## src/rtl/ulbp_pkg.sv

```systemverilog
// Shared types, constants and the uniform pattern lookup table for the
// uniform 3x3 LBP unit. No dependencies.
package ulbp_pkg;

	// default frame limits
	localparam int MAX_COLS_DEF = 1024;
	localparam int MAX_ROWS_DEF = 1024;

	// field widths
	localparam int CFG_W     = 11;
	localparam int PIX_W     = 8;
	localparam int IDX_W     = 6;
	localparam int POS_W     = 10;
	localparam int REG_IDX_W = 1;

	// register map
	localparam logic [REG_IDX_W-1:0] REG_FRAME_ROWS = 1'b0;
	localparam logic [REG_IDX_W-1:0] REG_FRAME_COLS = 1'b1;

	// register reset values
	localparam logic [CFG_W-1:0] ROWS_RST = 11'd80;
	localparam logic [CFG_W-1:0] COLS_RST = 11'd160;

	// first row whose top neighbour comes from the older line buffer
	localparam int TOP_ROW_MIN = 2;

	// most circular transitions a uniform pattern may have
	localparam int MAX_TRANS = 2;

	// result slots of one pixel, in output order
	localparam int SLOT_UP_MID = 0;
	localparam int SLOT_UP_END = 1;
	localparam int SLOT_LO_MID = 2;
	localparam int SLOT_LO_END = 3;
	localparam int NUM_SLOTS   = 4;

	typedef logic [PIX_W-1:0] pix_t;
	typedef logic [IDX_W-1:0] uni_lut_t [256];

	// control flags of the pixel held in the result stage
	typedef struct packed {
		logic [NUM_SLOTS-1:0] slot;
		logic                 col_nz;
		logic                 row_nz;
		logic                 frame_last;
	} item_ctl_t;

	function automatic logic is_uniform(logic [7:0] code);
		logic [7:0] x;
		x = code ^ {code[6:0], code[7]};
		return $countones(x) <= MAX_TRANS;
	endfunction

	// uniform codes numbered from one in increasing code order, others zero
	function automatic uni_lut_t build_uni_lut();
		uni_lut_t         lut;
		logic [IDX_W-1:0] n;
		n = '0;
		for (int i = 0; i < 256; i++) begin
			if (is_uniform(8'(i))) begin
				n      = n + 1'b1;
				lut[i] = n;
			end else begin
				lut[i] = '0;
			end
		end
		return lut;
	endfunction

	localparam uni_lut_t UNI_LUT = build_uni_lut();

endpackage

```

## src/rtl/ulbp_emit.sv

```systemverilog
// Window registers, result slot sequencer and output register of the LBP unit.
// Depends on ulbp_pkg.
module ulbp_emit #(
	parameter int MAX_COLS = ulbp_pkg::MAX_COLS_DEF,
	parameter int MAX_ROWS = ulbp_pkg::MAX_ROWS_DEF,
	localparam int CW = (MAX_COLS > 1) ? $clog2(MAX_COLS) : 1,
	localparam int RW = (MAX_ROWS > 1) ? $clog2(MAX_ROWS) : 1
) (
	input  logic                         clk,
	input  logic                         arst_n,
	input  logic                         s1_valid,
	input  ulbp_pkg::item_ctl_t          s1_ctl,
	input  logic [RW-1:0]                s1_row,
	input  logic [CW-1:0]                s1_col,
	input  ulbp_pkg::pix_t               s1_top,
	input  ulbp_pkg::pix_t               s1_mid,
	input  ulbp_pkg::pix_t               s1_px,
	output logic                         s1_fire,
	output logic                         out_valid,
	input  logic                         out_ready,
	output logic [ulbp_pkg::IDX_W-1:0]   lbp_index,
	output logic [ulbp_pkg::POS_W-1:0]   out_row,
	output logic [ulbp_pkg::POS_W-1:0]   out_col,
	output logic                         frame_end
);

	import ulbp_pkg::*;

	pix_t                 win_q [3][3];
	pix_t                 win_new [3][3];
	logic [NUM_SLOTS-1:0] done_q;
	logic [NUM_SLOTS-1:0] remaining;
	logic [NUM_SLOTS-1:0] pick;
	logic [NUM_SLOTS-1:0] rest;
	logic                 out_free;
	logic                 emit;
	logic                 upper;
	logic                 right;
	pix_t                 rt_t [3];
	pix_t                 rt_m [3];
	pix_t                 rt_b [3];
	logic [1:0]           li;
	logic [1:0]           ci;
	logic [1:0]           ri;
	pix_t                 cen;
	logic [7:0]           code;
	logic [RW-1:0]        res_row;
	logic [CW-1:0]        res_col;
	logic                 out_valid_q;

	// window after this pixel: refill at row start, else shift left
	always_comb begin
		for (int j = 0; j < 3; j++) begin
			if (!s1_ctl.col_nz || j == 2) begin
				win_new[0][j] = s1_top;
				win_new[1][j] = s1_mid;
				win_new[2][j] = s1_px;
			end else begin
				win_new[0][j] = win_q[0][j+1];
				win_new[1][j] = win_q[1][j+1];
				win_new[2][j] = win_q[2][j+1];
			end
		end
	end

	// slot sequencing: lowest pending slot goes next
	assign out_free  = !out_valid_q || out_ready;
	assign remaining = s1_valid ? (s1_ctl.slot & ~done_q) : '0;
	assign pick      = remaining & (~remaining + 1'b1);
	assign rest      = remaining & ~pick;
	assign emit      = out_free && (remaining != '0);
	assign s1_fire   = s1_valid && ((remaining == '0) || (emit && rest == '0));

	// row and column selection for the picked slot
	always_comb begin
		upper = pick[SLOT_UP_MID] | pick[SLOT_UP_END];
		right = pick[SLOT_UP_END] | pick[SLOT_LO_END];
		for (int j = 0; j < 3; j++) begin
			rt_b[j] = win_new[2][j];
			if (upper) begin
				rt_t[j] = win_new[0][j];
				rt_m[j] = win_new[1][j];
			end else begin
				rt_t[j] = s1_ctl.row_nz ? win_new[1][j] : win_new[2][j];
				rt_m[j] = win_new[2][j];
			end
		end
		if (right) begin
			li = s1_ctl.col_nz ? 2'd1 : 2'd2;
			ci = 2'd2;
			ri = 2'd2;
		end else begin
			li = 2'd0;
			ci = 2'd1;
			ri = 2'd2;
		end
		res_row = upper ? (s1_row - 1'b1) : s1_row;
		res_col = right ? s1_col : (s1_col - 1'b1);
	end

	// neighbour compares, top-left is the msb, going anticlockwise
	always_comb begin
		cen     = rt_m[ci];
		code[7] = rt_t[li] >= cen;
		code[6] = rt_m[li] >= cen;
		code[5] = rt_b[li] >= cen;
		code[4] = rt_b[ci] >= cen;
		code[3] = rt_b[ri] >= cen;
		code[2] = rt_m[ri] >= cen;
		code[1] = rt_t[ri] >= cen;
		code[0] = rt_t[ci] >= cen;
	end

	// control state: window, emitted slots, output valid
	always_ff @(posedge clk or negedge arst_n) begin
		if (!arst_n) begin
			done_q      <= '0;
			out_valid_q <= 1'b0;
			for (int i = 0; i < 3; i++) begin
				for (int j = 0; j < 3; j++) begin
					win_q[i][j] <= '0;
				end
			end
		end else begin
			if (s1_fire) begin
				done_q <= '0;
				win_q  <= win_new;
			end else if (emit) begin
				done_q <= done_q | pick;
			end
			if (emit) begin
				out_valid_q <= 1'b1;
			end else if (out_ready) begin
				out_valid_q <= 1'b0;
			end
		end
	end

	// output payload
	always_ff @(posedge clk) begin
		if (emit) begin
			lbp_index <= UNI_LUT[code];
			out_row   <= POS_W'(res_row);
			out_col   <= POS_W'(res_col);
			frame_end <= s1_ctl.frame_last && (rest == '0);
		end
	end

	assign out_valid = out_valid_q;

endmodule

```

## config.mk

```make
export PLATFORM = sky130hd
export DESIGN_NAME = ulbp_emit
export DESIGN_NICKNAME = d
export VERILOG_FILES = /design/src/rtl/ulbp_pkg.sv /design/src/rtl/ulbp_emit.sv
export SDC_FILE = /design/constraint.sdc
export NUM_CORES = 1
export LEC_CHECK = 0
export ABC_AREA = 0
export BUFFER_PORTS_ARGS = -buffer_cell sky130_fd_sc_hd__buf_2
export CAP_MARGIN = 20
export CORE_ASPECT_RATIO = 1.75
export CORE_MARGIN = 2
export CORE_UTILIZATION = 60
export CTS_CLUSTER_SIZE = 20
export DETAILED_ROUTE_END_ITERATION = 7
export MAX_ROUTING_LAYER = met4
export PLACE_DENSITY = 0.89
export SKIP_LAST_GASP = 1
export SLEW_MARGIN = 15
export SYNTH_ARGS = -nofsm -noshare
export SYNTH_HDL_FRONTEND = slang
export SYNTH_SLANG_ARGS = --single-unit
```

## constraint.sdc

```tcl
create_clock -name clk -period 11.9 [get_ports clk]
set_clock_uncertainty 0.1 [all_clocks]
set_input_delay 2.38 -clock clk [delete_from_list [all_inputs] [get_ports clk]]
set_output_delay 2.38 -clock clk [all_outputs]
set_load 0.01 [all_outputs]
```

After elaboration in Yosys (flattened, before gate mapping). Memory sizes are Yosys's and may differ from the RTL's. A register that Yosys moved wholly into a read port is not among the register bits. Index checks and enable logic that the tools add are counted.

Register bits after elaboration: 74. ROM bits: 1536. Input port bits: 55. Output and inout port bits: 29. Word-level logic and storage cells: 92. Memories kept: 1.

Memories: (no name shown) (words 256, width 6, rd ports 1, clocked after Yosys merged registers in 1, write ports 0, RTL line ulbp_emit.sv:142) `lbp_index <= UNI_LUT[code];`.

Add/subtract/negate cells: 3. $lt $le $gt $ge: 10. Muxes and demuxes: 43. Bitwise gates (word level): 12. Reductions and logical operators: 12.

Operators by type and width (count): 8-bit two-way mux (27); 8-bit binary-select mux with 2-bit select (6); 8-bit greater-or-equal comparator (8); 10-bit two-way mux (2); 10-bit by 1-bit subtractor with 10-bit output, second input constant (2); 4-bit bitwise AND (3); 4-bit two-way mux (3); 4-bit inverter (3); 8-bit inverter with 9-bit output (1); 4-bit logical NOT (2); 3-bit greater-or-equal comparator, second input constant (2); 2-bit two-way mux (3); 2-bit inverter with 3-bit output (2); 4-bit by 1-bit adder with 4-bit output, second input constant (1); 1-bit logical AND (4); 4-bit OR (1); 2-bit nonzero test (2); 4-bit nonzero test (1); 1-bit logical OR (2); 1-bit two-way mux (2); 1-bit OR (2); 1-bit logical NOT (1).

Longest topological paths before layout.
Depth after elaboration: 14. Depth in mapped cells: 26.

Least setup slack after synthesis. Ideal clock, no wire load.

Kind: in2reg. From: input s1_ctl[2] in the netlist's numbering. To: register lbp_index[0] in the netlist's numbering (data pin). Library setup time: 265 ps. Arrival time: 6869 ps. Data required time: 11535 ps. Slack: 4666 ps. Cell stages on the path: 21. Buffers on the path: 4. Path through: buf_2 -> buf_4 -> buf_2 -> buf_1 -> mux2_2 -> nor2_1 -> a211oi_1 -> a21oi_1 -> ha_1 -> a21o_1 -> a21o_1 -> a221o_1 -> a311oi_2 -> o41ai_4 -> inv_2 -> ha_1 -> mux2_2 -> nand3_1 -> a31oi_1 -> o32ai_1 -> a21oi_1.

Word-level cells in the longest chain between the ends: 8. Elaborated cells between the ends (all ways): 42.

RTL lines: from (decl) (RTL line ulbp_emit.sv:12) `input ulbp_pkg::item_ctl_t s1_ctl,`; 8-bit two-way mux or 2-bit two-way mux (tied branches) (RTL line ulbp_emit.sv:54, ulbp_emit.sv:89); 8-bit two-way mux or 2-bit two-way mux (tied branches) (RTL line ulbp_emit.sv:84, ulbp_emit.sv:88); 8-bit two-way mux or 2-bit inverter with 3-bit output (tied branches); 8-bit binary-select mux with 2-bit select, on equally long branches; 8-bit two-way mux, on equally long branches (2 in a row); 8-bit greater-or-equal comparator, on equally long branches; 8-bit inverter with 9-bit output (implied by the code) * (RTL line ulbp_emit.sv:142); to (decl) (RTL line ulbp_emit.sv:21) `output logic [ulbp_pkg::IDX_W-1:0] lbp_index,`.

Mark *: on every way between the ends. The rest lies on a longest branch, timed or not. The select of a mux whose other input is x is not followed. A chain may end at the register's enable or synchronous reset.

Final worst setup path. Ends and elaborated chain as after synthesis.

==> qor.csv <==
stage,metric,value,unit
worst_setup_path,"Critical Path, Cell by Cell",buf_4 -> buf_4 -> mux2_2 -> nor2_1 -> a211oi_1 -> a21oi_1 -> ha_1 -> a21o_1 -> a21o_1 -> a221oi_1 -> and3_1 -> a22o_1 -> nor2_1 -> a22o_1 -> a22o_1 -> a221oi_1 -> a21oi_1,
synthesis,ys flop type,dfrtp_1,
worst_setup_path,CP max FO,66,
synthesis,"Seq/Total Area, Yosys",0.2833,
floorplan,# rows,54,
clock_tree,clock latency at the later pin of the worst-skew pair,0.35,ns
timing,final hold viol count,0,
worst_setup_path,Slowest cell on crit path,buf_4,
outcome,status,"finished, final reports clean",
routing,routed vias/inst,6.545,
synthesis,number of synthesized flops with an enable pin,27,
worst_hold_path,Hold/Removal Path Class,register to register,
synthesis,post-synth top area cell,dfrtp_1,
placement,Post-DP HPWL,15500,um
cells_and_area,share of post-route cells with drive strength above 1,0.1667,
floorplan,starting density of the core,0.6101,
timing,final period utilization,0.6395,
global_route,largest net degree at the start of global routing,67,
floorplan,CORE AREA,12360,um2
routing,iteration count of the initial detailed-routing pass,5,
cells_and_area,final std cells w/o fill,1140,
floorplan,Die ar.,13520,um2
job,max-cap viol count,0,
routing,via count,7461,
global_route,total gr overflow,0,
clock_tree,CTS sink count,80,
power,VDD IR max,80.83,uV
worst_setup_path,Reg-to-Reg Start,done_q[0]$_DFFE_PN0P_,
clock_tree,# resized after CTS,0,
routing,post-route ant nets,0,
worst_setup_path,critical path class,input port to register,
timing,# setup viols final,0,
routing,WL/cell,18.71,um
routing,number of remaining DRC errors,0,
synthesis,count of cell types in the netlist,86,
synthesis,"FFs w/ async S/R, synth",0.6625,
synthesis,Synth top area share,0.1758,
timing,Slew @ Worst Pin,0.8763,ns
timing,RSZ-0062 raised after global routing,no,
global_route,vias in the first global route,7385,
global_route,initial antenna violation count,0,
synthesis,Syn Inst Count,919,
clock_tree,CTS root buf,clkbuf_16,
floorplan,die height,152.3,um
floorplan,Die Wd,88.76,um
power,PwrDens,147.9,nW/um2
worst_setup_path,CP endpoint,lbp_index[0]$_DFFE_PP_,
synthesis,"Warnings, synthesis",0,
synthesis,syn avg cell area,8.208,um2
worst_setup_path,R2R Setup Slk,6.01,ns
worst_setup_path,Worst Setup Start Kind,input port,
clock_tree,# H-tree levels,3,
synthesis,Mapped Area,7543,um2
timing,"Min Clock Period, post-route",7.610,ns
worst_setup_path,R2R Path End,lbp_index[0]$_DFFE_PP_,
cells_and_area,post-synthesis to final-layout area growth,9.670,%
clock_tree,hold buffer count at CTS,0,
timing,setup ws final,4.290,ns
clock_tree,CTS Buf Count,9,
power,overall power,1.224,mW
worst_setup_path,Worst R2R Path Depth,20,
routing,DRT iter0 DRCs,477,
worst_setup_path,Worst path most repeated cell,a22o_1,
global_route,first-pass GRT wire length,35080,um
cells_and_area,# diodes,0,
timing,relative slew slack,0.4158,
worst_setup_path,Critical Path RT,11.89,ns
placement,pre-CTS WS,4.073,ns
worst_setup_path,arrival time of the worst setup path,7.60,ns
placement,RD Place Congestion,1.089,
worst_setup_path,Crit. End Element,register,
power,Pleak,3.746,nW
timing,fmax,0.1314,GHz
synthesis,"top cells by count, synth","187 x nand2_1, 72 x nor2_1, 58 x a21oi_1, 58 x ha_1, 57 x o21ai_0",
synthesis,Mapped Nets,1032,
floorplan,# IOs,84,
clock_tree,clock buffer depth,2,
routing,Routed WL,21330,um
worst_setup_path,CP peak stage delay,0.62,ns
synthesis,Yosys reg bits,80,
synthesis,"count leader, synth",nand2_1,
timing,fin. max-slew vios,0,
cells_and_area,nets@finish,1080,
synthesis,main area contributors after synthesis,"dfrtp_1 18%, edfxtp_1 11%, ha_1 9.6%",
placement,Port Buffers,83,
worst_hold_path,critical hold path startpoint,win_q[49]$_DFFE_PN0P_,
global_route,GRT Total Usage,0.3339,
timing,setup TNS,0,ns
placement,placed insts,1124,
clock_tree,"Reg clk slew, reported paths",0.06,ns
clock_tree,CTS tree,yes,
timing,worst hold slack,0.3773,ns
worst_setup_path,crit path launch,s1_ctl[2],
clock_tree,postcts setup bufs,0,
## final cells by class
| cell class | instances | area (um2) |
|---|---|---|
| multi-input combinational | 766 | 5099 |
| fill | 1042 | 4091 |
| sequential | 80 | 2137 |
| timing repair buffer | 94 | 500.5 |
| clock buffer | 10 | 229.0 |
| tap | 168 | 210.2 |
| inverter | 16 | 60.06 |
| clock inverter | 6 | 37.54 |
## cells by family (layout without fill, tap and decap cells)
family | count (synthesis) | count (layout) | share of synthesized area
flops | 80 | 80 | 0.2833
simple gates | 356 | 356 | 0.2115
fa+ha+maj | 58 | 58 | 0.09620
buf+inv | 73 | 126 | 0.04362
mux | 69 | 69 | 0.1000
xor+xnor | 19 | 19 | 0.02206
compound gates | 264 | 264 | 0.2433
## critical path, delay by kind of cell
kind | cells | cell delay [ns]
adders and majority gates | 1 | 0.38
and+or+nand+nor | 3 | 0.67
muxes | 1 | 0.43
buffers and inverters | 2 | 0.88
AOI/OAI and AO/OA | 10 | 2.80
## power by group
group | switching [mW] | internal, mW | total, mW
clock network | 0.114 | 0.140 | 0.254
registers | 0.0252 | 0.331 | 0.356
logic | 0.381 | 0.232 | 0.614
## how the worst min path moves through the flow
stage	end	slack (ns)	depth (start not counted)
after floorplan	win_q[25]$_DFFE_PN0P_	0.35	2
after global placement	win_q[30]$_DFFE_PN0P_	0.36	2
after detailed placement	win_q[29]$_DFFE_PN0P_	0.36	2
after CTS	win_q[29]$_DFFE_PN0P_	0.38	2
after global routing	win_q[29]$_DFFE_PN0P_	0.39	2
final	win_q[49]$_DFFE_PN0P_	0.38	2
## layout by cell type, fill, tap and decap left out, types with 25 or more instances in the layout
cell      instances
edfxtp_1         27
ha_1             58
a21oi_1          58
buf_2            82
mux2i_1          43
nand2_1         187
dfrtp_1          53
o21ai_0          57
a31oi_1          25
nor2_1           70
## flip-flops by register name (all words and copies together) (netlist names)
signal	cells
done_q	4
frame_end	1
lbp_index	6
out_col	10
out_row	10
out_valid	1
win_q	48
## per-layer routing
layer | wire (um) | GRT usage | vias up | share of wire
met1 | 7591 | 0.3528 | 3458 | 0.36
met3 | 1525 | 0.06555 | 134 | 0.071
met4 | 1513 | 0.2388 | 0 | 0.071
met5 | 0 | - | - | 0
met2 | 10700 | 0.5373 | 412 | 0.50
li1 | - | - | 3457 | -
## stage by stage
step | cell area [um2] | util
6_report | 8273 | 0.6691
5_1_grt | 8273 | 0.6691
4_1_cts | 8273 | 0.6691
3_5_place_dp | 8006 | 0.6475
3_3_place_gp | 8006 | 0.6475
2_1_floorplan | 7543 | -
Note: power is estimated with default switching activity, not from simulation.
